==> src/hw/rtl/odtt_pkg.sv <==
// Shared types and constants of the one-shot deadline timer table.
// No dependencies; every other file of the block imports this package.
package odtt_pkg;

  localparam int unsigned TABLE_DEPTH_DEF = 16;
  localparam int unsigned TIME_W          = 32;
  localparam int unsigned HANDLE_W        = 16;

  localparam logic OP_REGISTER = 1'b0;
  localparam logic OP_RUN      = 1'b1;

  typedef enum logic [1:0] {
    KIND_STATUS = 2'd0,
    KIND_FIRED  = 2'd1,
    KIND_IDLE   = 2'd2
  } kind_e;

  typedef enum logic [1:0] {
    ST_OK   = 2'd0,
    ST_PAST = 2'd1,
    ST_FULL = 2'd2
  } status_e;

  typedef struct packed {
    logic [TIME_W-1:0]   deadline;
    logic [HANDLE_W-1:0] handle;
  } entry_t;

endpackage

==> src/hw/rtl/odtt_if.sv <==
// Valid/ready channel interfaces for the timer table: request and result.
// Depends on odtt_pkg.
interface odtt_in_if import odtt_pkg::*; ();
  logic                valid;
  logic                ready;
  logic                op;
  logic [TIME_W-1:0]   now;
  logic [TIME_W-1:0]   deadline;
  logic [HANDLE_W-1:0] handle;

  modport source (output valid, output op, output now, output deadline, output handle,
                  input ready);
  modport sink   (input valid, input op, input now, input deadline, input handle,
                  output ready);
endinterface

interface odtt_out_if import odtt_pkg::*; ();
  logic                valid;
  logic                ready;
  logic [1:0]          kind;
  logic [1:0]          status;
  logic [HANDLE_W-1:0] fired_handle;
  logic                last;

  modport source (output valid, output kind, output status, output fired_handle,
                  output last, input ready);
  modport sink   (input valid, input kind, input status, input fired_handle,
                  input last, output ready);
endinterface

==> src/hw/rtl/odtt_mem.sv <==
// Timer entry store: one write port, one read port, registered read data.
// Depends on odtt_pkg for the entry layout.
module odtt_mem import odtt_pkg::*; #(
  parameter int unsigned Depth = TABLE_DEPTH_DEF,
  parameter int unsigned AddrW = (Depth > 1) ? $clog2(Depth) : 1
) (
  input  logic             clk_i,
  input  logic             we_i,
  input  logic [AddrW-1:0] waddr_i,
  input  entry_t           wdata_i,
  input  logic [AddrW-1:0] raddr_i,
  output entry_t           rdata_o
);

  entry_t mem_q [Depth];
  entry_t rdata_q;

  always_ff @(posedge clk_i) begin
    if (we_i) begin
      mem_q[waddr_i] <= wdata_i;
    end
    rdata_q <= mem_q[raddr_i];
  end

  assign rdata_o = rdata_q;

endmodule

==> src/hw/rtl/odtt_ctrl.sv <==
// Sequencer of the timer table: register/append, expiry scan with in-place
// compaction, pending-result holding and the output register. Uses odtt_pkg
// and the channel interfaces; drives the entry store in odtt_mem.
module odtt_ctrl import odtt_pkg::*; #(
  parameter int unsigned TableDepth = TABLE_DEPTH_DEF,
  parameter int unsigned AddrW      = (TableDepth > 1) ? $clog2(TableDepth) : 1,
  parameter int unsigned CountW     = $clog2(TableDepth + 1)
) (
  input  logic              clk_i,
  input  logic              rst_ni,
  odtt_in_if.sink           in_i,
  odtt_out_if.source        out_o,
  output logic [AddrW-1:0]  mem_raddr_o,
  output logic              mem_we_o,
  output logic [AddrW-1:0]  mem_waddr_o,
  output entry_t            mem_wdata_o,
  input  entry_t            mem_rdata_i
);

  localparam logic [1:0] StIdle  = 2'd0;
  localparam logic [1:0] StScan  = 2'd1;
  localparam logic [1:0] StFlush = 2'd2;

  localparam logic [CountW-1:0] CountFull = CountW'(TableDepth);

  logic [1:0]          state_q, state_d;
  logic [CountW-1:0]   count_q, count_d;
  logic [AddrW-1:0]    rd_q, rd_d;
  logic [CountW-1:0]   wr_q, wr_d;
  logic [TIME_W-1:0]   now_q, now_d;
  logic                pend_valid_q, pend_valid_d;
  kind_e               pend_kind_q, pend_kind_d;
  status_e             pend_status_q, pend_status_d;
  logic [HANDLE_W-1:0] pend_handle_q, pend_handle_d;

  logic                out_valid_q;
  kind_e               out_kind_q;
  status_e             out_status_q;
  logic [HANDLE_W-1:0] out_handle_q;
  logic                out_last_q;

  logic                emit, emit_ok, emit_last;
  kind_e               emit_kind;
  status_e             emit_status;
  logic [HANDLE_W-1:0] emit_handle;
  logic                expired, stall, last_entry;

  assign emit_ok    = !out_valid_q || out_o.ready;
  assign expired    = mem_rdata_i.deadline < now_q;
  assign stall      = expired && pend_valid_q && !emit_ok;
  assign last_entry = (CountW'(rd_q) + 1'b1) == count_q;
  assign in_i.ready = (state_q == StIdle);

  always_comb begin
    state_d       = state_q;
    count_d       = count_q;
    rd_d          = rd_q;
    wr_d          = wr_q;
    now_d         = now_q;
    pend_valid_d  = pend_valid_q;
    pend_kind_d   = pend_kind_q;
    pend_status_d = pend_status_q;
    pend_handle_d = pend_handle_q;
    emit          = 1'b0;
    emit_kind     = KIND_FIRED;
    emit_status   = ST_OK;
    emit_handle   = pend_handle_q;
    emit_last     = 1'b0;
    mem_we_o      = 1'b0;
    mem_waddr_o   = count_q[AddrW-1:0];
    mem_wdata_o   = '{deadline: in_i.deadline, handle: in_i.handle};
    mem_raddr_o   = '0;

    case (state_q)
      StIdle: begin
        if (in_i.valid) begin
          if (in_i.op == OP_RUN) begin
            now_d        = in_i.now;
            rd_d         = '0;
            wr_d         = '0;
            pend_valid_d = 1'b0;
            state_d      = (count_q == '0) ? StFlush : StScan;
          end else begin
            pend_valid_d  = 1'b1;
            pend_kind_d   = KIND_STATUS;
            pend_handle_d = '0;
            if (in_i.deadline < in_i.now) begin
              pend_status_d = ST_PAST;
            end else if (count_q == CountFull) begin
              pend_status_d = ST_FULL;
            end else begin
              pend_status_d = ST_OK;
              mem_we_o      = 1'b1;
              count_d       = count_q + 1'b1;
            end
            state_d = StFlush;
          end
        end
      end
      StScan: begin
        // Read data belongs to rd_q. Writes land at wr_q <= rd_q, so they never
        // touch an entry still to be read: no forwarding is needed.
        mem_raddr_o = stall ? rd_q : rd_q + 1'b1;
        if (!stall) begin
          if (expired) begin
            // the previous fired handle goes out; this one waits, it may be last
            emit          = pend_valid_q;
            pend_valid_d  = 1'b1;
            pend_kind_d   = KIND_FIRED;
            pend_status_d = ST_OK;
            pend_handle_d = mem_rdata_i.handle;
          end else begin
            mem_we_o    = 1'b1;
            mem_waddr_o = wr_q[AddrW-1:0];
            mem_wdata_o = mem_rdata_i;
            wr_d        = wr_q + 1'b1;
          end
          rd_d = rd_q + 1'b1;
          if (last_entry) begin
            count_d = expired ? wr_q : wr_q + 1'b1;
            state_d = StFlush;
          end
        end
      end
      StFlush: begin
        if (emit_ok) begin
          emit      = 1'b1;
          emit_last = 1'b1;
          if (pend_valid_q) begin
            emit_kind   = pend_kind_q;
            emit_status = pend_status_q;
            emit_handle = pend_handle_q;
          end else begin
            emit_kind   = KIND_IDLE;
            emit_status = ST_OK;
            emit_handle = '0;
          end
          pend_valid_d = 1'b0;
          state_d      = StIdle;
        end
      end
      default: begin
        state_d = StIdle;
      end
    endcase
  end

  always_ff @(posedge clk_i or negedge rst_ni) begin
    if (!rst_ni) begin
      state_q      <= StIdle;
      count_q      <= '0;
      pend_valid_q <= 1'b0;
      out_valid_q  <= 1'b0;
    end else begin
      state_q      <= state_d;
      count_q      <= count_d;
      pend_valid_q <= pend_valid_d;
      if (emit) begin
        out_valid_q <= 1'b1;
      end else if (out_o.ready) begin
        out_valid_q <= 1'b0;
      end
    end
  end

  always_ff @(posedge clk_i) begin
    rd_q          <= rd_d;
    wr_q          <= wr_d;
    now_q         <= now_d;
    pend_kind_q   <= pend_kind_d;
    pend_status_q <= pend_status_d;
    pend_handle_q <= pend_handle_d;
    if (emit) begin
      out_kind_q   <= emit_kind;
      out_status_q <= emit_status;
      out_handle_q <= emit_handle;
      out_last_q   <= emit_last;
    end
  end

  assign out_o.valid        = out_valid_q;
  assign out_o.kind         = out_kind_q;
  assign out_o.status       = out_status_q;
  assign out_o.fired_handle = out_handle_q;
  assign out_o.last         = out_last_q;

  a_count_bound: assert property (@(posedge clk_i) disable iff (!rst_ni)
    count_q <= CountFull)
    else $error("entry count beyond table depth");

  a_compact_order: assert property (@(posedge clk_i) disable iff (!rst_ni)
    (state_q == StScan && mem_we_o) |-> (wr_q <= CountW'(rd_q)))
    else $error("compaction write overtook the scan read");

  a_run_no_growth: assert property (@(posedge clk_i) disable iff (!rst_ni)
    (state_q == StFlush && $past(state_q) == StScan) |-> (count_q <= $past(count_q)))
    else $error("scan grew the table");

  a_idle_no_pending: assert property (@(posedge clk_i) disable iff (!rst_ni)
    (state_q == StIdle) |-> !pend_valid_q)
    else $error("result left pending in idle");

endmodule

==> src/hw/rtl/one_shot_deadline_timer_table.sv <==
// One-shot deadline timer table. Holds up to TableDepth timers (32-bit
// deadline, 16-bit handle) in insertion order in a single-port-read entry
// memory. A register beat is accepted, then its status result is issued.
// A run beat scans the stored entries through the memory read port, one
// entry per cycle unless output back-pressure stalls it, expiring and
// compacting in place; fired handles come out in stored order with last on
// the final one, or a single "nothing expired" result. A new beat is
// accepted once the previous one has been handed to the output register,
// even if that result is still waiting; back-pressure on the output can
// stall a scan. The entry memory needs no clearing pass after reset.
module one_shot_deadline_timer_table import odtt_pkg::*; #(
  parameter int unsigned TableDepth = TABLE_DEPTH_DEF
) (
  input  logic        clk_i,
  input  logic        rst_ni,
  odtt_in_if.sink     in_i,
  odtt_out_if.source  out_o
);

  localparam int unsigned AddrW = (TableDepth > 1) ? $clog2(TableDepth) : 1;

  logic [AddrW-1:0] mem_raddr;
  logic             mem_we;
  logic [AddrW-1:0] mem_waddr;
  entry_t           mem_wdata;
  entry_t           mem_rdata;

  odtt_ctrl #(
    .TableDepth (TableDepth),
    .AddrW      (AddrW)
  ) u_ctrl (
    .clk_i       (clk_i),
    .rst_ni      (rst_ni),
    .in_i        (in_i),
    .out_o       (out_o),
    .mem_raddr_o (mem_raddr),
    .mem_we_o    (mem_we),
    .mem_waddr_o (mem_waddr),
    .mem_wdata_o (mem_wdata),
    .mem_rdata_i (mem_rdata)
  );

  odtt_mem #(
    .Depth (TableDepth),
    .AddrW (AddrW)
  ) u_mem (
    .clk_i   (clk_i),
    .we_i    (mem_we),
    .waddr_i (mem_waddr),
    .wdata_i (mem_wdata),
    .raddr_i (mem_raddr),
    .rdata_o (mem_rdata)
  );

endmodule

==> src/flat_wrapper.sv <==
// flat-port wrapper written by rule: the top's interface ports become plain ports
module one_shot_deadline_timer_table_flat import odtt_pkg::*;
#(
  parameter int unsigned TableDepth = TABLE_DEPTH_DEF
)
  (clk_i, rst_ni, in_i_valid, in_i_op, in_i_now, in_i_deadline, in_i_handle, in_i_ready, out_o_valid, out_o_kind, out_o_status, out_o_fired_handle, out_o_last, out_o_ready);
  odtt_in_if in_i_i ();
  odtt_out_if out_o_i ();
  input  logic clk_i;
  input  logic rst_ni;
  input wire logic [$bits(in_i_i.valid)-1:0] in_i_valid;
  input wire logic [$bits(in_i_i.op)-1:0] in_i_op;
  input wire logic [$bits(in_i_i.now)-1:0] in_i_now;
  input wire logic [$bits(in_i_i.deadline)-1:0] in_i_deadline;
  input wire logic [$bits(in_i_i.handle)-1:0] in_i_handle;
  output wire logic [$bits(in_i_i.ready)-1:0] in_i_ready;
  output wire logic [$bits(out_o_i.valid)-1:0] out_o_valid;
  output wire logic [$bits(out_o_i.kind)-1:0] out_o_kind;
  output wire logic [$bits(out_o_i.status)-1:0] out_o_status;
  output wire logic [$bits(out_o_i.fired_handle)-1:0] out_o_fired_handle;
  output wire logic [$bits(out_o_i.last)-1:0] out_o_last;
  input wire logic [$bits(out_o_i.ready)-1:0] out_o_ready;
  assign in_i_i.valid = in_i_valid;
  assign in_i_i.op = in_i_op;
  assign in_i_i.now = in_i_now;
  assign in_i_i.deadline = in_i_deadline;
  assign in_i_i.handle = in_i_handle;
  assign in_i_ready = in_i_i.ready;
  assign out_o_valid = out_o_i.valid;
  assign out_o_kind = out_o_i.kind;
  assign out_o_status = out_o_i.status;
  assign out_o_fired_handle = out_o_i.fired_handle;
  assign out_o_last = out_o_i.last;
  assign out_o_i.ready = out_o_ready;
  one_shot_deadline_timer_table #(.TableDepth(TableDepth)) u_core (.clk_i(clk_i), .rst_ni(rst_ni), .in_i(in_i_i), .out_o(out_o_i));
endmodule
==> config.mk <==
export PLATFORM = sky130hd
export DESIGN_NAME = one_shot_deadline_timer_table_flat
export DESIGN_NICKNAME = d
export VERILOG_FILES = /design/src/hw/rtl/odtt_pkg.sv /design/src/hw/rtl/odtt_if.sv /design/src/hw/rtl/odtt_mem.sv /design/src/hw/rtl/odtt_ctrl.sv /design/src/hw/rtl/one_shot_deadline_timer_table.sv /design/src/flat_wrapper.sv
export SDC_FILE = /design/constraint.sdc
export NUM_CORES = 1
export LEC_CHECK = 0
export ABC_AREA = 0
export BUFFER_PORTS_ARGS = -buffer_cell sky130_fd_sc_hd__buf_2
export CELL_PAD_IN_SITES_DETAIL_PLACEMENT = 0
export CELL_PAD_IN_SITES_GLOBAL_PLACEMENT = 1
export CORE_MARGIN = 2
export CORE_UTILIZATION = 35
export CTS_BUF_LIST = sky130_fd_sc_hd__clkbuf_16
export DETAILED_ROUTE_END_ITERATION = 12
export GPL_TIMING_DRIVEN = 0
export PLACE_DENSITY = 0.56
export SYNTH_ARGS = -nofsm -noshare
export SYNTH_HDL_FRONTEND = slang
export SYNTH_HIERARCHICAL = 1
export SYNTH_SLANG_ARGS = --single-unit
==> constraint.sdc <==
create_clock -name clk_i -period 7.2 [get_ports clk_i]
set_clock_uncertainty 0.05 [all_clocks]
set_input_delay 0.36 -clock clk_i [delete_from_list [all_inputs] [get_ports clk_i]]
set_output_delay 0.36 -clock clk_i [all_outputs]
set_load 0.05 [all_outputs]
### Word level (Yosys, flattened, before mapping)

Memory sizes are Yosys's and may differ from the RTL's. A register that Yosys moved wholly into a read port is not among the register bits.
Cells that the tools add are included.

* register bits: 91
* RAM bits: 768
* output and inout bits: 23
* memories: 1

Memory list
* u_core.u_mem.mem_q: depth 16, bits a word 48, rd ports 1, clocked after Yosys merged registers in 1, wr ports 1, RTL line odtt_mem.sv:15 `entry_t mem_q [Depth];`

* $add $sub $neg: 4
* order comparisons: 2
* eq/ne operators: 13
* muxes and demuxes: 72
* reductions and logical operators: 19

Operators with widths (count)
* $mux 48: 3
* $mux 16: 7
* $lt 32x32->1: 2
* $mux 5: 10
* $mux 2: 17
* $pmux 16 s2: 1
* $mux 4: 7
* $pmux 5 s2: 2
* $mux 1: 18
* $ne 2x2->1 const B: 9
* $add 5x1->5 const B: 2
* $reduce_and 5->1: 2
* $reduce_and 3->1: 3
* $pmux 2 s2: 2
* $pmux 4 s2: 1
* $reduce_and 4->1: 2
* $reduce_and 7->1: 1
* $pmux 2 s3: 1
* $add 4x1->5 const B: 1
* $eq 5x5->1: 1
* $eq 5x5->1 const B: 1
* $logic_not 5->1: 1
* $add 4x1->4 const B: 1
* $pmux 1 s2: 2
* other kinds (10): 13

### Logic depth before layout (Yosys ltp)

Gate-level depths: netlist (run 1).

* word-level depth: 8
* mapped depth: 16
* mapped depth without buffers: 13

### Hierarchy

Netlist (run 1), hierarchy kept.

Modules (own cells, without submodules)
* odtt_mem: times used 1, cells each 1242, area each 29691.0 sq um, seq. area each 24023.0 sq um
* odtt_ctrl: times used 1, cells each 539, area each 5915.7 sq um, seq. area each 2657.5 sq um

### Worst setup path before layout (run 1)

No wires, ideal clock.

* kind: register to register
* from: register u_core.u_ctrl.now_q[14]
* to: memory u_core/u_mem/mem_q[0][0] (netlist name) (enable)
* data arrival time: 6.099 ns
* required time: 6.637 ns
* slack: 0.538 ns
* stages on the path, launching flop included: 11
* path buffers: 1
* clock period less this slack: 6.662 ns
* cell sequence: edfxtp_1 inv_1 ha_1 and4_2 a221oi_1 a211oi_2 o21ai_2 buf_2 mux2_2 or3b_2 nor3_1

* elaborated cells on any way between the ends: 11

RTL lines
* start: declaration: RTL line odtt_ctrl.sv:30 `logic [TIME_W-1:0] now_q, now_d;`
* start signal: assignment: RTL line odtt_ctrl.sv:169 `now_q <= now_d;`
* $lt 32x32->1 (*): RTL line odtt_ctrl.sv:49 `assign expired = mem_rdata_i.deadline < now_q;`
* $logic_and 1x1->1 (2 in a row): RTL line odtt_ctrl.sv:50 `assign stall = expired && pend_valid_q && !emit_ok;`
* $mux 4 (*): RTL line odtt_ctrl.sv:104 `if (!stall) begin`
* $mux 4 (*): RTL line odtt_ctrl.sv:74 `case (state_q)`
* named net u_core.mem_waddr[2]: RTL line one_shot_deadline_timer_table.sv:24 `logic [AddrW-1:0] mem_waddr;`
* end: declaration: RTL line odtt_mem.sv:15

The timed path passes the listed nets; every way through them passes the cells marked *.

### Worst setup path after layout (run 1)

* from: register u_core.u_ctrl.now_q[1]
* to: memory u_core/u_mem/mem_q[8][10] (netlist name) (enable)

The elaborated chain is that of the path after synthesis.

==> impl_metrics.toml, run 1 <==
[floorplanning]
die_x_um = 323.0
rows = 116
die-height_um = 323.0
io_pins = 108
design.die.area_sq_um = 104300
design.core.area_sq_um = 100400
initial_core_util = 0.3545

[synthesis]
post_synth_and_or_nand_nor_area_fraction = 0.03026
synthesis.instances = 1781
ys.warnings.count = 6
synth_area_leaders = "edfxtp_1 (72%), mux4_2 (12%), dfxtp_1 (2.7%)"
yosys.area.top_type = "edfxtp_1"
synth_edf_count = 849
yosysUniqueCellTypes = 65
synth_seq_cells = 906
post_synth_instance_area_sq_um = 35610
yosys-mux-area-fraction = 0.1394
syn_nets = 1935
portion_of_synthesized_cell_area_occupied_by_the_leading_cell_type = 0.7160
synthesis.area_per_instance_sq_um = 19.99
part_of_the_yosys_area_used_for_sequential_elements = 0.7493
asyncSetResetFlopFracSynth = 0.009934
compound_cell_area_share_of_the_yosys_netlist = 0.03630
synth-adder-area-share = 0.02425
dominant_combinational_cell_family_by_area_after_synthesis = "multiplexers"
ys.flop_type = "edfxtp_1"
synth_xor_xnor_area_share = 0.002214

[clock_tree]
postCtsSetupRepairBufs = 0
clk_path_buf_depth = 3
htreeDepth = 3
cts_tree = "built"
cts_sinks = 906
worst_skew_pair.late_latency_ps = 660
clk_pin_slew_ps = 60
cell_at_the_root_of_the_clock_tree = "clkbuf_16"
cts_made_buffers = 98

[timing]
report.final.slew_viol_count = 0
setup_slack_ps = 1350
rsz_0062_raised_after_global_routing = "no"
finalSetupViolations = 0
timing.max_slew.rel_slack = 0.2120
hold_viol = 0
achievable-frequency_ghz = 0.1709
max_slew.worst_pin.slew_ps = 1182
finalWorstPathRequiredPeriod_ps = 5850
worst_hold_slack_ps = 90.31
fin_crit_sh = 0.8125

[placement]
place.gp.congestion = 0.7394
placedInstanceArea_sq_um = 38880
place.port_buffers = 107
detailed_place_hpwl_um = 58170
place_ws_ps = 1237

[cells_and_area]
layout-area-overhead-vs-synth_pct = 18.84
final_net_count = 2232
finalInstanceArea_sq_um = 42310
drive_gt1_frac = 0.2772
inserted_diodes = 0
fillCellCount = 8896

[power]
power.ir.vdd_worst_mv = 0.1692
powerDensity_nw_per_um2 = 329.7
leakage_power_nw = 13.96

[route]
route.detailed.wl_per_inst_um = 25.44
drt_first_pass_iters = 5
drt_first_iter_violations = 1549
ant_nets = 0
routed_via_density = 5.162
drt_wl_total_um = 89500
via_count = 18160
drc = 0

[setup_path]
critical_path.max_fanout = 10
crit_path_end_kind = "register"
rr_worst_depth = 13
r2r_end = "u_core/u_mem/mem_q[8][10]"
cp_data_arrival_time_ps = 6140
reg2reg_from = "u_core/u_ctrl/now_q[1]"
timing.critical_path.from = "u_core/u_ctrl/now_q[1]"
timing_worst_setup_path_type = "register to register"
critPathRequiredTime_ps = 7490
crit_path_start_kind = "register"
setup.reg_to_reg.worst_slack_ps = 1350
setup_crit_end = "u_core/u_mem/mem_q[8][10]"

[run_status]
status = "complete, no violations"

[grt]
grt_start_max_net_pins = 26
grt_antenna_before_repair = 2
grt_first_pass_wirelength_um = 129500
first_global_vias = 18900
grt_overflow_total = 0
grt_use_total = 0.1733

[job]
cap_violations = 0

[hold_path]
hold_path.class = "input port to async pin"
[worst min path at each step]
stage | from | slack, ps | endpoint | cells after the start
2_1_floorplan | rst_ni | 10 | u_core/u_ctrl/count_q[0] | 0
3_3_place_gp | rst_ni | 210 | u_core/u_ctrl/out_o.valid | 1
3_5_place_dp | rst_ni | 210 | u_core/u_ctrl/out_o.valid | 1
4_1_cts | rst_ni | 30 | u_core/u_ctrl/count_q[0] | 2
5_1_grt | rst_ni | 80 | u_core/u_ctrl/count_q[0] | 2
6_report | rst_ni | 90 | u_core/u_ctrl/count_q[0] | 2
[cell usage in the layout (no fill, tap or decap), drive strengths merged, types with 5 or more instances in the layout]
master	instances
mux4	192
dfrtp	9
inv	99
nor2b	5
a211oi	7
and2	40
ha	69
clkinv	45
buf	206
edfxtp	849
xor2	5
nand2b	7
mux2	54
a22oi	96
a21oi	32
nand4	8
nand3	16
nor3	13
bufinv	7
and3	5
clkbuf	131
nand2	74
dlygate4sd3	35
nor2	35
o21ai	18
dfxtp	48
[flip-flops by register name (all words and copies together) (netlist names), 4 cells and up]
signal and flops:
u_core/u_ctrl/count_q 5, u_core/u_ctrl/now_q 32, u_core/u_ctrl/out_o.fired_handle 16, u_core/u_ctrl/pend_handle_q 16
u_core/u_ctrl/rd_q 4, u_core/u_ctrl/wr_q 5, u_core/u_mem/mem_q 768, u_core/u_mem/rdata_o 48
[power breakdown]
part           internal, mW  switching, mW
combinational         0.959           1.69
clock                  2.76           2.01
sequential             6.35          0.172
total                  10.1           3.88
[cell families after synthesis]
logic type	count (synthesis)
adders and majority gates	69
xor gates and xnor gates	9
AOI/OAI and AO/OA	183
and+or+nand+nor	218
DFF	906
buffers and inverters	147
muxes	249
[critical path, cell delays in order (launching register included)]
cell and delay [ps]:
edfxtp_1 360, inv_1 70, ha_1 220, a2111o_1 450, a32oi_1 550, a211oi_2 260
o21ai_2 700, buf_2 530, mux2_2 420, nand3b_1 400, nor3_2 890, buf_8 240
buf_8 160, buf_6 190
[synthesized netlist by cell type (9+ instances only)]
cell type and n:
dfxtp_1 48, dfrtp_1 9, nor3_1 13, nand2_1 74
buf_4 19, ha_1 69, and2_1 39, nor2_1 34
edfxtp_1 849, o21ai_0 14, a21oi_1 32, nand3_1 16
mux4_2 192, buf_2 10, clkbuf_1 29, inv_1 71
a22oi_1 96, mux2_2 54, buf_1 15
[timing repair]
action	4_1_cts	5_1_grt
endpoints found under the hold margin	43	0
gates resized for setup	0	0
hold buffers	35	0
[metal layers]
metal	part of all wire	vias up	GRT usage
li1	-	7884	-
met1	0.45	9689	0.2416
met2	0.48	460	0.2798
met3	0.049	126	0.02755
met4	0.024	0	0.05406
met5	0	-	0
[final cells by class]
type                       instances  area [sq um]  share of cell area
buffer                            76         385.4            0.009107
clock buffer                     100          2502             0.05914
clock inverter                    83         584.3             0.01381
inverter                          71         266.5            0.006298
multi-input combinational        728          8411              0.1988
sequential                       906         26680              0.6305
tap                             1357          1698             0.04013
timing repair buffer             197          1787             0.04222
[per-stage QoR]
step | power, mW | util | std cells | setup TNS [ps]
global route | 14.55 | 0.4213 | 3518 | 0
finish | 13.95 | 0.4213 | 3518 | 0
CTS | 14.13 | 0.4213 | 3518 | 0
floorplan | 8.275 | - | 1781 | 0
detailed placement | 9.310 | 0.3871 | 3300 | 0
global placement | 9.192 | 0.3768 | 3245 | -2304490
(Power assumes the default switching activity.)
==> inputs of run 2 (changes only) <==
PLACE_DENSITY = 0.54   (was 0.56)
clock period = 5.8 ns   (was 7.2 ns; I/O delays follow)
==> run 2 against run 1 <==
Sequential power rose by 24%. Setup slack got worse by 1200 ps. Sequential cell count did not move. Combinational power rose by 25%. Register-to-register slack got worse by 1200 ps. Die area did not move. Critical path depth fell by 1. Clock power rose by 23%. Global-route usage rose by 0.26 points. Worst hold slack improved by 28 ps. Count of clock-buffer cells in the layout fell by 2. Critical endpoint is now u_core/u_mem/mem_q[3][7]. Largest cell class unchanged. Highest routed layer unchanged.
==> impl_metrics.toml, run 2 (same netlist as run 1, synthesis figures left out) <==
[timing]
fin_crit_sh = 0.9672
setup_tns_ps = 0
finalSetupViolations = 0
timing.max_slew.rel_slack = 0.1516
rsz_0062_raised_after_global_routing = "no"
report.final.slew_viol_count = 0
setup_slack_ps = 190.4
worst_hold_slack_ps = 118.7
max_slew.worst_pin.slew_ps = 1273
finalWorstPathRequiredPeriod_ps = 5610
hold_viol = 0
achievable-frequency_ghz = 0.1783

[route]
drt_first_iter_violations = 1516
ant_nets = 0
drc = 0
routed_via_density = 5.135
drt_first_pass_iters = 5
route.detailed.wl_per_inst_um = 25.87
via_count = 18060
drt_wl_total_um = 90940

[cells_and_area]
finalInstanceArea_sq_um = 42300
mostFrequentLayoutCell = "edfxtp_1"
drive_gt1_frac = 0.2751
largest_register_ff_count = 768
fillCellCount = 8865
final_cell_mix = "edfxtp_1 (849), mux4_2 (192), buf_2 (117)"
largest_register = "u_core/u_mem/mem_q"
postLayoutCoreUtil = 0.4212
final_net_count = 2232
inserted_diodes = 0
layout-area-overhead-vs-synth_pct = 18.80

[clock_tree]
htreeDepth = 3
clk_pin_slew_ps = 60
cts_sinks = 906
cts_tree = "built"
clk_path_buf_depth = 3
cts_made_buffers = 97
worst_skew_pair.late_latency_ps = 650
cell_at_the_root_of_the_clock_tree = "clkbuf_16"

[floorplanning]
rows = 116
design.core.area_sq_um = 100400
initial_core_util = 0.3545
die_x_um = 323.0
design.die.area_sq_um = 104300
die-height_um = 323.0
io_pins = 108

[grt]
grt_overflow_total = 0
grt_use_total = 0.1759
grt_start_max_net_pins = 24
first_global_vias = 18830
grt_antenna_before_repair = 1
grt_first_pass_wirelength_um = 130700

[setup_path]
critical-path-max-stage-delay_ps = 610
r2r_end = "u_core/u_mem/mem_q[3][7]"
crit_path_end_kind = "register"
critical_path.max_fanout = 22
reg2reg_from = "u_core/u_ctrl/now_q[1]"
critical_path.cell_chain = "inv_1, ha_1, a2111o_1, a32oi_1, a211oi_2, o21ai_4, buf_2, mux2_2, or3b_2, nor2_4, buf_12, buf_12"
cp_slowest_cell = "or3b_2"
critPathRequiredTime_ps = 6100
timing.critical_path.from = "u_core/u_ctrl/now_q[1]"
crit_path_start_kind = "register"
rr_worst_depth = 12
timing_worst_setup_path_type = "register to register"
cpMostUsedCell = "buf_12"
setup.reg_to_reg.worst_slack_ps = 190
cp_data_arrival_time_ps = 5910

[placement]
place_ws_ps = -162.9
place.port_buffers = 107
place.gp.congestion = 0.7353
detailed_place_hpwl_um = 58610
placedInstanceArea_sq_um = 38870

[hold_path]
min_delay_worst_endpoint = "u_core/u_mem/mem_q[12][9]"
hold_path.class = "input port to register"
worst_hold_startpoint = "in_i_handle[9]"
min_path_cells = 2

[job]
cap_violations = 0

[power]
power.ir.vdd_worst_mv = 0.2301
powerDensity_nw_per_um2 = 408.4
leakage_power_nw = 13.95

[run_status]
status = "complete, no violations"
==> run 2: changes by cell type in the layout (fill, tap and decap cells not counted), sizes merged <==
cell | before | now
clkbuf | 131 | 129
dlygate4sd3 | 35 | 36
clkinv | 45 | 46
clkinvlp | 3 | 1
==> run 2: worst max-delay path: cells and delay by family (launching register included) <==
family	cells	cell delay, ps
muxes	1	420
DFF	1	370
buffers and inverters	4	1120
and+or+nand+nor	2	1180
AOI/OAI and AO/OA	4	1900
adders and majority gates	1	230
==> run 2: report_power, final <==
part	internal, mW	switching [mW]	total [mW]
combinational	1.19	2.12	3.31
sequential	7.88	0.203	8.09
clock	3.37	2.50	5.88
total	12.4	4.83	17.3
==> run 2: final cells by class <==
cell class	instances	area, sq um	share of cell area
buffer	76	385.4	0.009110
clock buffer	98	2452	0.05797
clock inverter	82	579.3	0.01369
inverter	71	266.5	0.006300
multi-input combinational	728	8431	0.1993
sequential	906	26680	0.6307
tap	1357	1698	0.04014
timing repair buffer	198	1809	0.04277
==> run 2: routing by layer <==
layer | share of wire | up-vias | global-route usage | routed length [um]
li1 | - | 7870 | - | -
met1 | 0.45 | 9606 | 0.2474 | 41020
met2 | 0.48 | 460 | 0.2845 | 43410
met3 | 0.052 | 120 | 0.02767 | 4688
met4 | 0.020 | 0 | 0.04827 | 1822
met5 | 0 | - | 0 | 0
==> run 2: worst max-delay path by stage <==
| stage | endpoint | slack, ps | cells after the start |
|---|---|---|---|
| after floorplan | u_core/u_mem/mem_q[12][0] | -450 | 9 |
| after global placement | u_core/u_mem/mem_q[12][10] | -6860 | 9 |
| after detailed placement | u_core/u_mem/mem_q[1][8] | -160 | 12 |
| after CTS | u_core/u_mem/mem_q[1][9] | 60 | 12 |
| after global routing | u_core/u_mem/rdata_o[43] | 110 | 15 |
| final | u_core/u_mem/mem_q[3][7] | 190 | 12 |
==> run 2: stage by stage <==
stage | cells | total power [mW]
CTS | 3512 | 17.52
floorplan | 1781 | 10.27
global route | 3516 | 18.02
global placement | 3245 | 11.43
detailed placement | 3296 | 11.58
finish | 3516 | 17.28
==> run 2: timing repair <==
action,4_1_cts,5_1_grt
buffers inserted,0,4
hold buffers,36,0
setup endpoints to repair,84,14
pin swaps,0,1
resized for setup,1,0
hold endpoints to repair,43,0
gates cloned,0,0
